## src/design/pidc_pkg.sv

```systemverilog
// Shared types and constants for the two-axis PID controller with clamp.
// Used by pidc_ctrl, pidc_axis and two_axis_pid_with_clamp_top; no dependencies.
package pidc_pkg;

	// Number of register stages from the input register to the output register.
	localparam int NUM_STAGES = 6;

	// Configuration port geometry.
	localparam int CFG_INDEX_W = 3;
	localparam int CFG_DATA_W = 16;

	// Fixed field widths of the register set.
	localparam int GAIN_W = 16;
	localparam int COEF_W = 16;
	localparam int LIMIT_W = 15;
	localparam int CMD_W = 16;

	// Integral scale 0.03 in Q0.16 and derivative scale for a 30 Hz loop.
	localparam logic signed [11:0] I_SCALE = 12'sd1966;
	localparam logic signed [5:0] D_SCALE = 6'sd30;
	localparam int I_SCALE_SHIFT = 16;

	// Offset alignment (Q4.12 to the 2^-20 sum) and rounding of the sum back to Q4.12.
	localparam int ROUND_SHIFT = 8;
	localparam logic [LIMIT_W-1:0] LIMIT_RESET = 15'd4506;

	// Register indexes on the configuration port.
	typedef enum logic [CFG_INDEX_W-1:0] {
		REG_GAIN_P       = 3'd0,
		REG_GAIN_I       = 3'd1,
		REG_GAIN_D       = 3'd2,
		REG_ROLL_OFFSET  = 3'd3,
		REG_TARGET_X     = 3'd4,
		REG_TARGET_Y     = 3'd5,
		REG_OUTPUT_LIMIT = 3'd6
	} pidc_reg_t;

	// Stage controls handed from the pipeline controller to each axis datapath.
	typedef struct packed {
		logic [NUM_STAGES-1:0] load;    // stage k captures new data this cycle
		logic                  use_cmd; // item entering the output stage has a fresh command
	} pidc_ctl_t;

	function automatic int max_int(input int a, input int b);
		return (a > b) ? a : b;
	endfunction

endpackage

```

## src/design/pidc_ctrl.sv

```systemverilog
// Pipeline controller: per-stage valid bits, ready chain and the primed flag.
// Depends on pidc_pkg.
module pidc_ctrl (
	input  logic                clk,
	input  logic                arst_n,
	input  logic                in_valid,
	output logic                in_stall,
	output logic                out_valid,
	input  logic                out_stall,
	output pidc_pkg::pidc_ctl_t ctl
);
	import pidc_pkg::*;

	logic [NUM_STAGES-1:0]   valid_q;
	logic [NUM_STAGES-1:0]   ready;
	logic [NUM_STAGES-1:0]   load;
	logic [NUM_STAGES-2:1]   prim_q;
	logic                    primed_q;

	// A stage is free when it is empty or its content moves on this cycle.
	always_comb begin
		ready[NUM_STAGES-1] = !valid_q[NUM_STAGES-1] || !out_stall;
		for (int k = NUM_STAGES - 2; k >= 0; k--) begin
			ready[k] = !valid_q[k] || ready[k+1];
		end
		load[0] = ready[0] && in_valid;
		for (int k = 1; k < NUM_STAGES; k++) begin
			load[k] = ready[k] && valid_q[k-1];
		end
	end

	// Valid bits follow the data through the stages.
	always_ff @(posedge clk or negedge arst_n) begin
		if (!arst_n) begin
			valid_q <= '0;
		end else begin
			if (ready[0]) begin
				valid_q[0] <= in_valid;
			end
			for (int k = 1; k < NUM_STAGES; k++) begin
				if (ready[k]) begin
					valid_q[k] <= valid_q[k-1];
				end
			end
		end
	end

	// The first item after reset only primes the state; later items carry a fresh command.
	always_ff @(posedge clk or negedge arst_n) begin
		if (!arst_n) begin
			primed_q <= 1'b0;
			prim_q   <= '0;
		end else begin
			if (load[1]) begin
				primed_q  <= 1'b1;
				prim_q[1] <= primed_q;
			end
			for (int k = 2; k <= NUM_STAGES - 2; k++) begin
				if (load[k]) begin
					prim_q[k] <= prim_q[k-1];
				end
			end
		end
	end

	assign in_stall    = !ready[0];
	assign out_valid   = valid_q[NUM_STAGES-1];
	assign ctl.load    = load;
	assign ctl.use_cmd = prim_q[NUM_STAGES-2];

endmodule

```

## config.mk

```make
export PLATFORM = sky130hd
export DESIGN_NAME = pidc_ctrl
export DESIGN_NICKNAME = d
export VERILOG_FILES = /design/src/design/pidc_pkg.sv /design/src/design/pidc_ctrl.sv
export SDC_FILE = /design/constraint.sdc
export NUM_CORES = 1
export LEC_CHECK = 0
export ABC_CLOCK_PERIOD_IN_PS = 1450
export BUFFER_PORTS_ARGS = -buffer_cell sky130_fd_sc_hd__buf_2
export CAP_MARGIN = 40
export CORE_AREA = 2 2 39 41
export CTS_CLUSTER_DIAMETER = 40
export CTS_CLUSTER_SIZE = 8
export DETAILED_ROUTE_END_ITERATION = 6
export DIE_AREA = 0 0 41 43
export GPL_TIMING_DRIVEN = 0
export PLACE_DENSITY = 0.63
export SLEW_MARGIN = 30
export SYNTH_ARGS = -nofsm -noshare
export SYNTH_HDL_FRONTEND = slang
export SYNTH_SLANG_ARGS = --single-unit
```

## constraint.sdc

```tcl
create_clock -name clk -period 1.45 [get_ports clk]
set_clock_uncertainty 0.05 [all_clocks]
set_input_delay 0.145 -clock clk [delete_from_list [all_inputs] [get_ports clk]]
set_output_delay 0.145 -clock clk [all_outputs]
set_load 0.01 [all_outputs]
```

==> results.json, run 1 <==
{
  "ys_ff_latch": 11,
  "portBuffers": 12,
  "grt-ovfl-total": 0,
  "start_kind": "register",
  "tightest_slew_ns": 0.263,
  "slew_headroom": 0.825,
  "clkSinkCount": 11,
  "first_iter_violations": 0,
  "post-route-period-util": 0.992,
  "clockPowerShare": 0.284,
  "ir_worst_vdd_uv": 565,
  "synth_cell_types": 17,
  "r2r-start": "valid_q[4]",
  "p_int_mw": 0.530,
  "ios": 13,
  "drive_above_1_share": 0.517,
  "fmax_ghz": 0.695,
  "dp_hpwl_um": 553,
  "antenna_left": 0,
  "p_total_mw": 0.750,
  "synth_simple_gate_area_frac": 0.188,
  "core_um2": 1380,
  "worstHoldStart": "in_valid",
  "viasPerCell": 4.64,
  "clk_pin_slew_ns": 0.07,
  "synthesis.nets": 42,
  "hold_violations": 0,
  "synth_compound_area_frac": 0.0911,
  "cp_data_arrival_time_ns": 1.24,
  "routedWlPerCell_um": 10.9,
  "placedCellCount": 66,
  "grtUsageTotal": 0.105,
  "syn_inst": 38,
  "grt_pass1_vias": 304,
  "synthAdderAreaFrac": 0,
  "routed_wl_um": 807,
  "initial_core_util": 0.347,
  "end_kind": "output pin",
  "yosysSeqAreaShare": 0.573,
  "drc": 0,
  "cts_tree": "yes",
  "period_minus_slack_ns": 1.44,
  "die_w_um": 41,
  "die_h_um": 43,
  "drv_cap": 0,
  "yosys_warnings": 0,
  "antenna_found_initial": 0,
  "hold_class": "input port to register",
  "gp_congestion": 0.671,
  "cp_max_fo": 6,
  "htree_levels": 1,
  "diodes": 0,
  "cts_max_path_buffers": 2,
  "setup_ws_ns": 0.0122,
  "vias": 343,
  "power.leakage_nw": 0.285,
  "maxSlewViolCount": 0,
  "rows": 14,
  "grt_pass1_wl_um": 1180,
  "crit_type": "register to output pin",
  "cp.required_ns": 1.25,
  "sw_frac_of_total": 0.294,
  "status": "complete, no violations",
  "p_seq_frac": 0.471,
  "die_area_um2": 1760,
  "p_comb_frac": 0.245,
  "numCtsBuffers": 3,
  "grt_max_degree": 12,
  "power.net_switching_mw": 0.221,
  "preCtsSetupSlack_ns": 0.150,
  "drt_first_pass_iters": 1,
  "cp-startpoint": "valid_q[4]",
  "pwr_density_cell_nw_per_um2": 1180,
  "final_cells": 74,
  "syn-cell-area_um2": 480,
  "syn_to_final_growth_pct": 32.3,
  "finalSetupViolations": 0,
  "rsz0062_at_grt": "true",
  "synth_area_per_cell_um2": 12.6,
  "clockRootBuffer": "clkbuf_4",
  "synth_top_family_by_area": "simple AND/OR/NAND/NOR gates",
  "clock_latency_ns": 0.27,
  "yosys-mux-area-fraction": 0.109,
  "synth_xor_xnor_area_share": 0,
  "fin_nets": 63
}
## registers in the layout, summed over array words and instances (netlist names)
signal	count
valid_q	6
primed_q	1
prim_q	4
## path summary, 6_finish.rpt
check,to,slack (ns),cells past startpoint
min,valid_q[0],0.01,2
min in group asynchronous,prim_q[2],0.22,2
min reg2reg,primed_q,0.42,1
max,in_stall,0.01,4
max in group asynchronous,valid_q[4],0.92,2
max reg2reg,prim_q[2],0.16,3
## timing repair
action,in CTS,in global routing
hold buffers,1,0
resized for setup,2,3
pin swaps,0,3
endpoints found under the hold margin,11,0
endpoints found under the setup margin,4,4
setup buffers,2,1
## cells in the mapped netlist
cell | instances | area [µm²]
a21boi_0 | 2 | 15.0
a21o_1 | 2 | 15.0
and2_1 | 2 | 12.5
and2_4 | 1 | 8.76
buf_4 | 1 | 7.51
dfrtp_1 | 11 | 275
inv_1 | 3 | 11.3
mux2_2 | 2 | 22.5
mux2_4 | 2 | 30.0
nand2_1 | 2 | 7.51
nand2b_1 | 3 | 18.8
nand3_1 | 1 | 5.00
nand4_4 | 1 | 21.3
nor2_1 | 1 | 3.75
o21ai_1 | 1 | 5.00
o21ai_2 | 1 | 8.76
or2_2 | 2 | 12.5
## cells by family after synthesis
logic type	count (synthesis)
AO/OA/AOI/OAI	6
buffers and inverters	4
flip-flops	11
multiplexers	4
AND/OR/NAND/NOR	13
## layout by cell type (no fill, tap or decap)
cell	synthesis	final
and2_4	1	2
a21boi_0	2	1
nor2_4	0	1
clkbuf_4	0	3
o21ai_1	1	1
dlygate4sd3_1	0	1
buf_6	0	1
nand3_1	1	1
nand4_4	1	1
buf_4	1	4
a21o_1	2	2
and2_1	2	1
buf_2	0	11
nand2b_1	3	3
mux2_2	2	2
nand2_1	2	2
clkbuf_1	0	1
o21ai_2	1	1
inv_1	3	3
or2_2	2	2
a21boi_1	0	1
dfrtp_1	11	11
mux2_4	2	2
## stage by stage
stage | util | hold slack (ns) | cell area, µm² | TNS (ns)
floorplan | - | -0.201 | 480 | 0
global placement | 0.405 | -0.0250 | 561 | 0
detailed placement | 0.405 | -0.0187 | 561 | 0
CTS | 0.448 | 0.00608 | 619 | -0.00185
global route | 0.459 | 0.00360 | 636 | -0.189
finish | 0.459 | 0.0119 | 636 | 0
## power groups by stage
stage / registers, mW / clock network [mW] / logic, mW
2_1_floorplan: 0.357 / 0 / 0.104
3_3_place_gp: 0.360 / 0 / 0.155
3_5_place_dp: 0.361 / 0 / 0.157
4_1_cts: 0.354 / 0.218 / 0.177
5_1_grt: 0.357 / 0.233 / 0.201
6_report: 0.353 / 0.213 / 0.184
## metal layers
metal  share of wire  track usage  vias up
met5               0            0        -
met4           0.025       0.0600        0
met3           0.077       0.0471        2
met2            0.42        0.150       14
met1            0.48        0.125      163
li1                -            -      164
## worst max-delay path: stages (launching register included)
cell and delay, ns:
dfrtp_1 0.42, nand4_4 0.16, nor2_4 0.16, and2_4 0.15, buf_6 0.09
## final cells by class
| class | instances | area, µm² |
|---|---|---|
| fill | 149 | 748 |
| tap | 16 | 20.0 |
| timing repair buffer | 16 | 98.8 |
| inverter | 3 | 11.3 |
| sequential | 11 | 275 |
| buffer | 1 | 7.51 |
| clock buffer | 4 | 26.3 |
| multi-input combinational | 23 | 196 |
Note: power is estimated with default switching activity, not from simulation.
==> run 2, diff against run 1 <==
--- a/config.mk
+++ b/config.mk
@@ -14,7 +14,8 @@
 export DETAILED_ROUTE_END_ITERATION = 6
 export DIE_AREA = 0 0 41 43
 export GPL_TIMING_DRIVEN = 0
-export PLACE_DENSITY = 0.63
+export PLACE_DENSITY_LB_ADDON = 0.3
+export SKIP_CTS_REPAIR_TIMING = 1
 export SLEW_MARGIN = 30
 export SYNTH_ARGS = -nofsm -noshare
 export SYNTH_HDL_FRONTEND = slang
==> results.json, run 2 (same netlist as run 1, synthesis figures left out) <==
{
  "tns_ns": 0,
  "core_um2": 1380,
  "die_w_um": 41,
  "grt_pass1_vias": 312,
  "pwr_density_cell_nw_per_um2": 1200,
  "drv_cap": 0,
  "first_iter_violations": 2,
  "start_kind": "register",
  "cts_tree": "yes",
  "cp_data_arrival_time_ns": 1.23,
  "tightest_slew_ns": 0.251,
  "largest_reg_flops": 6,
  "vias": 329,
  "cts_max_path_buffers": 2,
  "rows": 14,
  "fmax_ghz": 0.701,
  "clk_pin_slew_ns": 0.07,
  "clockRootBuffer": "clkbuf_4",
  "crit_type": "register to output pin",
  "slowest_stage": "dfrtp_1",
  "routed_wl_um": 776,
  "finalSetupViolations": 0,
  "final_common_cell": "buf_2",
  "power.leakage_nw": 0.273,
  "period_minus_slack_ns": 1.43,
  "drc": 0,
  "fin_nets": 61,
  "clkSinkCount": 11,
  "diodes": 0,
  "cp_max_fo": 5,
  "status": "complete, no violations",
  "grt-ovfl-total": 0,
  "grt_pass1_wl_um": 1260,
  "antenna_left": 0,
  "ios": 13,
  "dp_hpwl_um": 527,
  "gp_congestion": 0.652,
  "clock_latency_ns": 0.26,
  "viasPerCell": 4.57,
  "cp.required_ns": 1.25,
  "maxSlewViolCount": 0,
  "drive_above_1_share": 0.518,
  "end_kind": "output pin",
  "die_area_um2": 1760,
  "routedWlPerCell_um": 10.8,
  "syn_to_final_growth_pct": 28.4,
  "grtUsageTotal": 0.108,
  "slew_headroom": 0.832,
  "grt_max_degree": 12,
  "crit_chain": "nand4_4, o21ai_2, inv_1, buf_2",
  "placedCellCount": 66,
  "htree_levels": 1,
  "numCtsBuffers": 3,
  "hold_class": "input port to register",
  "layout_top_registers": "valid_q (6), prim_q (4), primed_q (1)",
  "antenna_found_initial": 0,
  "initial_core_util": 0.347,
  "regMostFlops": "valid_q",
  "portBuffers": 12,
  "die_h_um": 43,
  "ir_worst_vdd_uv": 461,
  "max_stage_delay_ns": 0.42,
  "post-route-period-util": 0.984,
  "hold_violations": 0,
  "mostFrequentLayoutCells": "buf_2, dfrtp_1, inv_1, nand2b_1, clkbuf_4",
  "final_cells": 72,
  "drt_first_pass_iters": 2,
  "rsz0062_at_grt": "true"
}
## run 2: per-stage QoR
| step | setup WS, ns | util | hold WS, ns | total power, mW | cell area (µm²) |
|---|---|---|---|---|---|
| CTS | -0.113 | 0.424 | -0.311 | 0.731 | 587 |
| finish | 0.0235 | 0.446 | 0.0187 | 0.738 | 617 |
| floorplan | 0.167 | - | -0.201 | 0.461 | 480 |
| global route | -0.0760 | 0.446 | 0.0132 | 0.792 | 617 |
| detailed placement | 0.125 | 0.405 | -0.0181 | 0.517 | 561 |
| global placement | 0.135 | 0.405 | -0.0206 | 0.515 | 561 |
## run 2: worst paths after layout
kind	startpoint	to	slack, ns	cells past startpoint
max reg2reg	valid_q[4]	prim_q[1]	0.16	3
max	valid_q[4]	ctl[2]	0.02	4
min	in_valid	valid_q[0]	0.02	2
min in group asynchronous	arst_n	valid_q[2]	0.24	2
min reg2reg	primed_q	primed_q	0.42	1
max in group asynchronous	arst_n	valid_q[5]	0.89	2
## run 2: report_power, final
part | leakage (nW) | internal [mW] | switching, mW
clock | 0.0150 | 0.106 | 0.102
sequential | 0.106 | 0.330 | 0.0247
combinational | 0.152 | 0.0852 | 0.0899
total | 0.273 | 0.521 | 0.217
## run 2: routing by layer
metal	routed length, µm	vias up	track usage
met5	0	-	0
met4	0	0	0.0800
met3	61	0	0.0314
met2	359	14	0.141
met1	355	156	0.145
li1	-	159	-
## run 2: final cells by class
class	count	area, µm²
Fill cell	134	767
Sequential cell	11	277
Multi-Input combinational cell	23	198
Timing Repair Buffer	14	77.6
Clock buffer	4	26.3
Tap cell	16	20.0
Inverter	3	11.3
Buffer	1	7.51
## run 2: worst max-delay path: cells and delay by family (launching register included)
family                 cells  cell delay (ns)
AOI/OAI and AO/OA          1             0.20
buffers and inverters      2             0.18
and+or+nand+nor            1             0.16
DFF                        1             0.42
