### src/design/pidc_pkg.sv
// Shared types and constants for the two-axis PID controller with clamp.
// Used by pidc_ctrl, pidc_axis and two_axis_pid_with_clamp_top; no dependencies.
package pidc_pkg;

	// Number of register stages from the input register to the output register.
	localparam int NUM_STAGES = 6;

	// Configuration port geometry.
	localparam int CFG_INDEX_W = 3;
	localparam int CFG_DATA_W = 16;

	// Fixed field widths of the register set.
	localparam int GAIN_W = 16;
	localparam int COEF_W = 16;
	localparam int LIMIT_W = 15;
	localparam int CMD_W = 16;

	// Integral scale 0.03 in Q0.16 and derivative scale for a 30 Hz loop.
	localparam logic signed [11:0] I_SCALE = 12'sd1966;
	localparam logic signed [5:0] D_SCALE = 6'sd30;
	localparam int I_SCALE_SHIFT = 16;

	// Offset alignment (Q4.12 to the 2^-20 sum) and rounding of the sum back to Q4.12.
	localparam int ROUND_SHIFT = 8;
	localparam logic [LIMIT_W-1:0] LIMIT_RESET = 15'd4506;

	// Register indexes on the configuration port.
	typedef enum logic [CFG_INDEX_W-1:0] {
		REG_GAIN_P       = 3'd0,
		REG_GAIN_I       = 3'd1,
		REG_GAIN_D       = 3'd2,
		REG_ROLL_OFFSET  = 3'd3,
		REG_TARGET_X     = 3'd4,
		REG_TARGET_Y     = 3'd5,
		REG_OUTPUT_LIMIT = 3'd6
	} pidc_reg_t;

	// Stage controls handed from the pipeline controller to each axis datapath.
	typedef struct packed {
		logic [NUM_STAGES-1:0] load;    // stage k captures new data this cycle
		logic                  use_cmd; // item entering the output stage has a fresh command
	} pidc_ctl_t;

	function automatic int max_int(input int a, input int b);
		return (a > b) ? a : b;
	endfunction

endpackage

### src/design/pidc_axis.sv
// One axis of the PID controller: error, saturating integral, P/I/D terms, round and clamp.
// Depends on pidc_pkg; stage loads come from pidc_ctrl.
module pidc_axis #(
	parameter int SAMPLE_WIDTH   = 16,
	parameter int INTEGRAL_WIDTH = 32
) (
	input  logic                                   clk,
	input  logic                                   arst_n,
	input  pidc_pkg::pidc_ctl_t                    ctl,
	input  logic signed [SAMPLE_WIDTH-1:0]         pos,
	input  logic signed [pidc_pkg::COEF_W-1:0]     target,
	input  logic signed [pidc_pkg::GAIN_W-1:0]     gain_p,
	input  logic signed [pidc_pkg::GAIN_W-1:0]     gain_i,
	input  logic signed [pidc_pkg::GAIN_W-1:0]     gain_d,
	input  logic signed [pidc_pkg::COEF_W-1:0]     offset,
	input  logic        [pidc_pkg::LIMIT_W-1:0]    limit,
	output logic signed [pidc_pkg::CMD_W-1:0]      cmd
);
	import pidc_pkg::*;

	// Error, position step and integral widths.
	localparam int EW   = max_int(SAMPLE_WIDTH, COEF_W) + 1;
	localparam int DPW  = SAMPLE_WIDTH + 1;
	localparam int IW   = INTEGRAL_WIDTH;
	localparam int ISW  = max_int(IW, EW) + 1;
	// Product and term widths at the 2^-20 LSB.
	localparam int PW   = EW + GAIN_W;
	localparam int IPW  = IW + GAIN_W;
	localparam int IMW  = IPW + $bits(I_SCALE);
	localparam int QW   = IMW - I_SCALE_SHIFT;
	localparam int DPRW = DPW + GAIN_W;
	localparam int DW   = DPRW + $bits(D_SCALE);
	localparam int OW   = COEF_W + ROUND_SHIFT;
	localparam int SUMW = max_int(max_int(PW, QW), max_int(DW, OW)) + 3;
	localparam int CW   = SUMW - ROUND_SHIFT;

	localparam logic signed [IW-1:0]   INT_MAX   = {1'b0, {(IW-1){1'b1}}};
	localparam logic signed [IW-1:0]   INT_MIN   = {1'b1, {(IW-1){1'b0}}};
	localparam logic signed [SUMW-1:0] ROUND_BIAS = SUMW'(1) <<< (ROUND_SHIFT - 1);

	// Stage registers.
	logic signed [SAMPLE_WIDTH-1:0] pos_s1;
	logic signed [EW-1:0]           err_s2;
	logic signed [DPW-1:0]          dpos_s2;
	logic signed [IW-1:0]           integ_s2;
	logic signed [PW-1:0]           p_s3;
	logic signed [IPW-1:0]          prod_s3;
	logic signed [DPRW-1:0]         dprod_s3;
	logic signed [PW-1:0]           p_s4;
	logic signed [QW-1:0]           i_s4;
	logic signed [DW-1:0]           d_s4;
	logic signed [SUMW-1:0]         sum_s5;
	logic signed [CMD_W-1:0]        cmd_q;

	// Per-axis state.
	logic signed [IW-1:0]           integ_q;
	logic signed [SAMPLE_WIDTH-1:0] prev_q;

	// Combinational terms.
	logic signed [EW-1:0]           err;
	logic signed [DPW-1:0]          dpos;
	logic signed [ISW-1:0]          isum;
	logic signed [IW-1:0]           isat;
	logic signed [IMW-1:0]          iscaled;
	logic signed [DW-1:0]           d30;
	logic signed [OW-1:0]           off_aligned;
	logic signed [CW-1:0]           cmd_wide;
	logic signed [CW-1:0]           lim_pos;
	logic signed [CW-1:0]           lim_neg;
	logic signed [CW-1:0]           cmd_clamped;

	// Error against the setpoint, step since the last sample, and saturating integral.
	always_comb begin
		err  = EW'(pos_s1) - EW'(target);
		dpos = DPW'(pos_s1) - DPW'(prev_q);
		isum = ISW'(integ_q) + ISW'(err);
		if (isum > ISW'(INT_MAX)) begin
			isat = INT_MAX;
		end else if (isum < ISW'(INT_MIN)) begin
			isat = INT_MIN;
		end else begin
			isat = isum[IW-1:0];
		end
	end

	// Integral and previous sample advance as each item leaves the input register.
	always_ff @(posedge clk or negedge arst_n) begin
		if (!arst_n) begin
			integ_q <= '0;
			prev_q  <= '0;
		end else if (ctl.load[1]) begin
			integ_q <= isat;
			prev_q  <= pos_s1;
		end
	end

	// Integral scaling by 0.03 (floor) and derivative scaling by 30.
	always_comb begin
		iscaled     = IMW'(prod_s3) * IMW'(I_SCALE);
		d30         = DW'(dprod_s3) * DW'(D_SCALE);
		off_aligned = {offset, {ROUND_SHIFT{1'b0}}};
	end

	// Round half up to Q4.12 and clamp to the symmetric limit.
	always_comb begin
		cmd_wide = sum_s5[SUMW-1:ROUND_SHIFT];
		lim_pos  = CW'({1'b0, limit});
		lim_neg  = -lim_pos;
		if (cmd_wide > lim_pos) begin
			cmd_clamped = lim_pos;
		end else if (cmd_wide < lim_neg) begin
			cmd_clamped = lim_neg;
		end else begin
			cmd_clamped = cmd_wide;
		end
	end

	// Datapath stage registers; each captures when its stage loads.
	always_ff @(posedge clk) begin
		if (ctl.load[0]) begin
			pos_s1 <= pos;
		end
		if (ctl.load[1]) begin
			err_s2   <= err;
			dpos_s2  <= dpos;
			integ_s2 <= isat;
		end
		if (ctl.load[2]) begin
			p_s3     <= PW'(err_s2) * PW'(gain_p);
			prod_s3  <= IPW'(integ_s2) * IPW'(gain_i);
			dprod_s3 <= DPRW'(dpos_s2) * DPRW'(gain_d);
		end
		if (ctl.load[3]) begin
			p_s4 <= p_s3;
			i_s4 <= iscaled[IMW-1:I_SCALE_SHIFT];
			d_s4 <= d30;
		end
		if (ctl.load[4]) begin
			sum_s5 <= SUMW'(p_s4) + SUMW'(i_s4) + SUMW'(d_s4) + SUMW'(off_aligned)
				+ ROUND_BIAS;
		end
		if (ctl.load[5]) begin
			cmd_q <= ctl.use_cmd ? cmd_clamped[CMD_W-1:0] : '0;
		end
	end

	assign cmd = cmd_q;

endmodule

### config.mk
export PLATFORM = sky130hd
export DESIGN_NAME = pidc_axis
export DESIGN_NICKNAME = d
export VERILOG_FILES = /design/src/design/pidc_pkg.sv /design/src/design/pidc_axis.sv
export SDC_FILE = /design/constraint.sdc
export NUM_CORES = 2
export LEC_CHECK = 0
export ABC_AREA = 1
export BUFFER_PORTS_ARGS = -buffer_cell sky130_fd_sc_hd__clkbuf_2
export CORE_MARGIN = 2
export CORE_UTILIZATION = 58
export DETAILED_ROUTE_END_ITERATION = 10
export MAX_ROUTING_LAYER = met4
export PLACE_DENSITY_LB_ADDON = 0.05
export SLEW_MARGIN = 20
export SYNTH_ARGS = -nofsm -noshare
export SYNTH_HDL_FRONTEND = slang
export SYNTH_SLANG_ARGS = --single-unit
### constraint.sdc
create_clock -name clk -period 11.5 [get_ports clk]
set_clock_uncertainty 0.15 [all_clocks]
set_input_delay 0.575 -clock clk [delete_from_list [all_inputs] [get_ports clk]]
set_output_delay 0.575 -clock clk [all_outputs]
set_load 0.02 [all_outputs]
==> out/results.md <==
| Result | Reported | Unit |
|:---|:---|:---|
| Final setup fails | 0 | - |
| Number of clock sinks | 414 | - |
| Post-synthesis net count | 12,000 | - |
| Peak fanout along the critical path | 16 | - |
| Area enclosed by the die boundary | 142,000 | um2 |
| Number of global-route vias before repair | 63,900 | - |
| Max-slew violation count | 0 | - |
| Highest-utilization routing layer at the global route stage | met2 | - |
| Relative max-transition margin | 0.148 | - |
| Data required, critical path | 11.77 | ns |
| Synth cell types | 48 | - |
| DRC violations left | 0 | - |
| Number of antenna violations at the first check in global routing | 15 | - |
| Synthesized instance count | 9,666 | - |
| Pre-antenna DRT Iters | 6 | - |
| Final worst hold slack | 0.0718 | ns |
| Result of the run | finished, final reports clean | - |
| Core area | 138,000 | um2 |
| Async set-or-reset flop fraction in the synthesized netlist | 0.116 | - |
| GRT Resource Usage Total | 0.327 | - |
| Violation count after the first detailed-routing iteration | 4,453 | - |
| Arrival time of the worst setup path | 7.18 | ns |
| CP Class | register to register | - |
| Initial core utilization | 0.586 | - |
| Routed wire length | 218,000 | um |
| Worst-Skew Late Latency | 0.68 | ns |
| Post-DR wirelength/cell | 19.0 | um |
| Fraction of post-synthesis cell area in the top cell type by area | 0.363 | - |
| Clock-pin slew of the registers on the worst-case setup and hold paths | 0.07 | ns |
| Num CTS Buffers | 53 | - |
| Most common library cell in the layout ignoring fill and taps | sky130_fd_sc_hd__inv_1 | - |
| Maximum clock path buffer count | 3 | - |
| Met2 usage | 0.513 | - |
| Slew at the pin with the worst max-slew slack | 1.27 | ns |
| Cell types occupying the most area after synthesis | sky130_fd_sc_hd__fa_1, sky130_fd_sc_hd__edfxtp_1, sky130_fd_sc_hd__inv_1 | - |
| Overflow after GRT | 0 | - |
| Count of flip-flops with a built-in enable after synthesis | 366 | - |
| Number of vias after detailed routing | 61,400 | - |
| Total number of H-tree levels | 2 | - |
| Setup Buffers After CTS | 0 | - |
| Final critical path time including I/O delays and setup | 6.91 | ns |
| Fill cell total of the finished layout | 12,400 | - |
| Synth warnings | 0 | - |
| Global placer's final weighted congestion | 1.02 | - |
| Root Buffer Master | sky130_fd_sc_hd__clkbuf_16 | - |
| X dimension of the die | 377 | um |
| Detail Route Antenna Nets | 0 | - |
| Classification of the worst-slack hold path | input port to register | - |
| Met1 track utilization from global routing | 0.445 | - |
| Hold violation count in the final report | 0 | - |
| Max-capacitance violation count | 0 | - |
| Kind of capture point of the worst setup path | register | - |
| Synthesized cell area | 80,600 | um2 |
| Post-synthesis cell type with the largest combined area | sky130_fd_sc_hd__fa_1 | - |
| Unrepaired setup endpoints after global routing | false | - |
| Avg Cell Area, Syn | 8.34 | um2 |
| Timing-limited maximum frequency | 0.145 | GHz |
| Per-cell via count in the routed design | 5.34 | - |
| Proportion of layout cells with a drive suffix above 1 | 0.0291 | - |
| Post-route setup TNS | 0 | ns |
| Detail Placement HPWL | 187,000 | um |
| Main flop type after synthesis | sky130_fd_sc_hd__edfxtp_1 | - |
| Maximum number of pins on one net before global-route repair | 67 | - |
| Most used cells in the layout excluding fill and tap cells | sky130_fd_sc_hd__inv_1, sky130_fd_sc_hd__nand2_1, sky130_fd_sc_hd__fa_1, sky130_fd_sc_hd__ha_1, sky130_fd_sc_hd__nor2_1 | - |
| Standard-cell rows | 136 | - |
| Nets | 11,900 | - |
| Synthesis-stage register bit count | 414 | - |
| Die extent in y | 377 | um |
| Fraction of the yosys area taken by sequential cells | 0.151 | - |
| Count of port buffers added during placement | 135 | - |
| TritonCTS clock tree | built | - |
| Met3 usage | 0.0455 | - |
| Final Cycle Share | 0.601 | - |
| Critical path launch point type | register | - |
| I/O Pins | 136 | - |
| Layout Area Growth over Synthesis | 5.22 | % |
| Global-route wire length before repair | 351,000 | um |
final cells by class:
type	instances	area, um2	share of cell area
Sequential cell	414	12200	0.144
Clock buffer	63	1360	0.0161
Clock inverter	37	531	0.00625
Timing Repair Buffer	169	981	0.0116
Multi-Input combinational cell	6312	57400	0.676
Antenna cell	16	40.0	0.000472
Inverter	2694	10100	0.119
Tap cell	1794	2240	0.0265
path summary, 6_finish.rpt:
check	startpoint	end	slack, ns	cells after the start
hold reg to reg	p_s3[22]	p_s4[22]	0.26	0
max in group asynchronous	arst_n	prev_q[10]	10.24	3
setup reg to reg	integ_s2[17]	prod_s3[32]	4.59	20
min in group asynchronous	arst_n	integ_q[19]	0.42	3
setup / recovery	integ_s2[17]	prod_s3[32]	4.59	20
hold / removal	limit[4]	cmd[4]	0.07	3
worst max-delay path, cell delays in order, from the launching register on:
cell	delay [ns]
sky130_fd_sc_hd__edfxtp_1	0.99
sky130_fd_sc_hd__nand2_1	0.19
sky130_fd_sc_hd__fa_1	0.55
sky130_fd_sc_hd__fa_1	0.51
sky130_fd_sc_hd__fa_1	0.51
sky130_fd_sc_hd__inv_1	0.06
sky130_fd_sc_hd__fa_1	0.48
sky130_fd_sc_hd__fa_1	0.52
sky130_fd_sc_hd__inv_1	0.05
sky130_fd_sc_hd__fa_1	0.50
sky130_fd_sc_hd__inv_1	0.05
sky130_fd_sc_hd__ha_1	0.41
sky130_fd_sc_hd__nand2_1	0.15
sky130_fd_sc_hd__nor2_1	0.17
sky130_fd_sc_hd__inv_1	0.09
sky130_fd_sc_hd__nor2_1	0.17
sky130_fd_sc_hd__inv_1	0.06
sky130_fd_sc_hd__nor4_1	0.50
sky130_fd_sc_hd__a21oi_1	0.23
sky130_fd_sc_hd__o21bai_1	0.23
sky130_fd_sc_hd__xor2_1	0.09
stage by stage:
stage               worst slack [ns]  cell area (um2)  std cells   util
finish                          4.59            84800      11500  0.616
detailed placement              4.37            82700      11400  0.601
floorplan                       5.36            80600       9666      -
CTS                             4.62            84800      11500  0.616
global placement                4.35            82700      11400  0.601
global route                    4.31            84800      11500  0.616
synthesized netlist by cell type, types with 48 or more instances:
library cell,count
sky130_fd_sc_hd__nand2_1,2098
sky130_fd_sc_hd__a21o_1,66
sky130_fd_sc_hd__o21bai_1,53
sky130_fd_sc_hd__nor2_1,520
sky130_fd_sc_hd__fa_1,1463
sky130_fd_sc_hd__ha_1,702
sky130_fd_sc_hd__dfrtp_1,48
sky130_fd_sc_hd__xor2_1,200
sky130_fd_sc_hd__xnor2_1,92
sky130_fd_sc_hd__edfxtp_1,366
sky130_fd_sc_hd__nor3_1,60
sky130_fd_sc_hd__nand3_1,236
sky130_fd_sc_hd__a21oi_1,372
sky130_fd_sc_hd__inv_1,2689
sky130_fd_sc_hd__clkbuf_1,228
sky130_fd_sc_hd__o21ai_0,218
kinds of logic (layout without fill, tap and decap cells):
kind of cell	Yosys count	count (layout)	synth area share
buffers and inverters	2940	2963	0.137
DFF	414	414	0.151
and+or+nand+nor	3041	3041	0.150
other	0	16	0
adders and majority gates	2165	2165	0.472
xor gates and xnor gates	292	292	0.0317
AOI/OAI and AO/OA	814	814	0.0572
flip-flops by register name (all words and copies together), names as in the netlist:
| name | cells |
|---|---|
| prod_s3 | 48 |
| i_s4 | 44 |
| sum_s5 | 39 |
| d_s4 | 38 |
| dprod_s3 | 33 |
| p_s3 | 33 |
| p_s4 | 33 |
| integ_q | 32 |
| integ_s2 | 32 |
| dpos_s2 | 17 |
| err_s2 | 17 |
| cmd | 16 |
| pos_s1 | 16 |
| prev_q | 16 |
timing repair:
item / 4_1_cts / 5_1_grt
hold buffers: 17 / 0
endpoints found under the hold margin: 64 / 0
resized for setup: 0 / 0
routing by layer:
layer,vias to the layer above,share of wire
li1,28600,-
met1,30400,0.44
met2,1985,0.46
met3,356,0.069
met4,0,0.034
met5,-,0
Power is not shown: default switching activity piles up to over one toggle a cycle in this logic, so the estimate is an artifact.
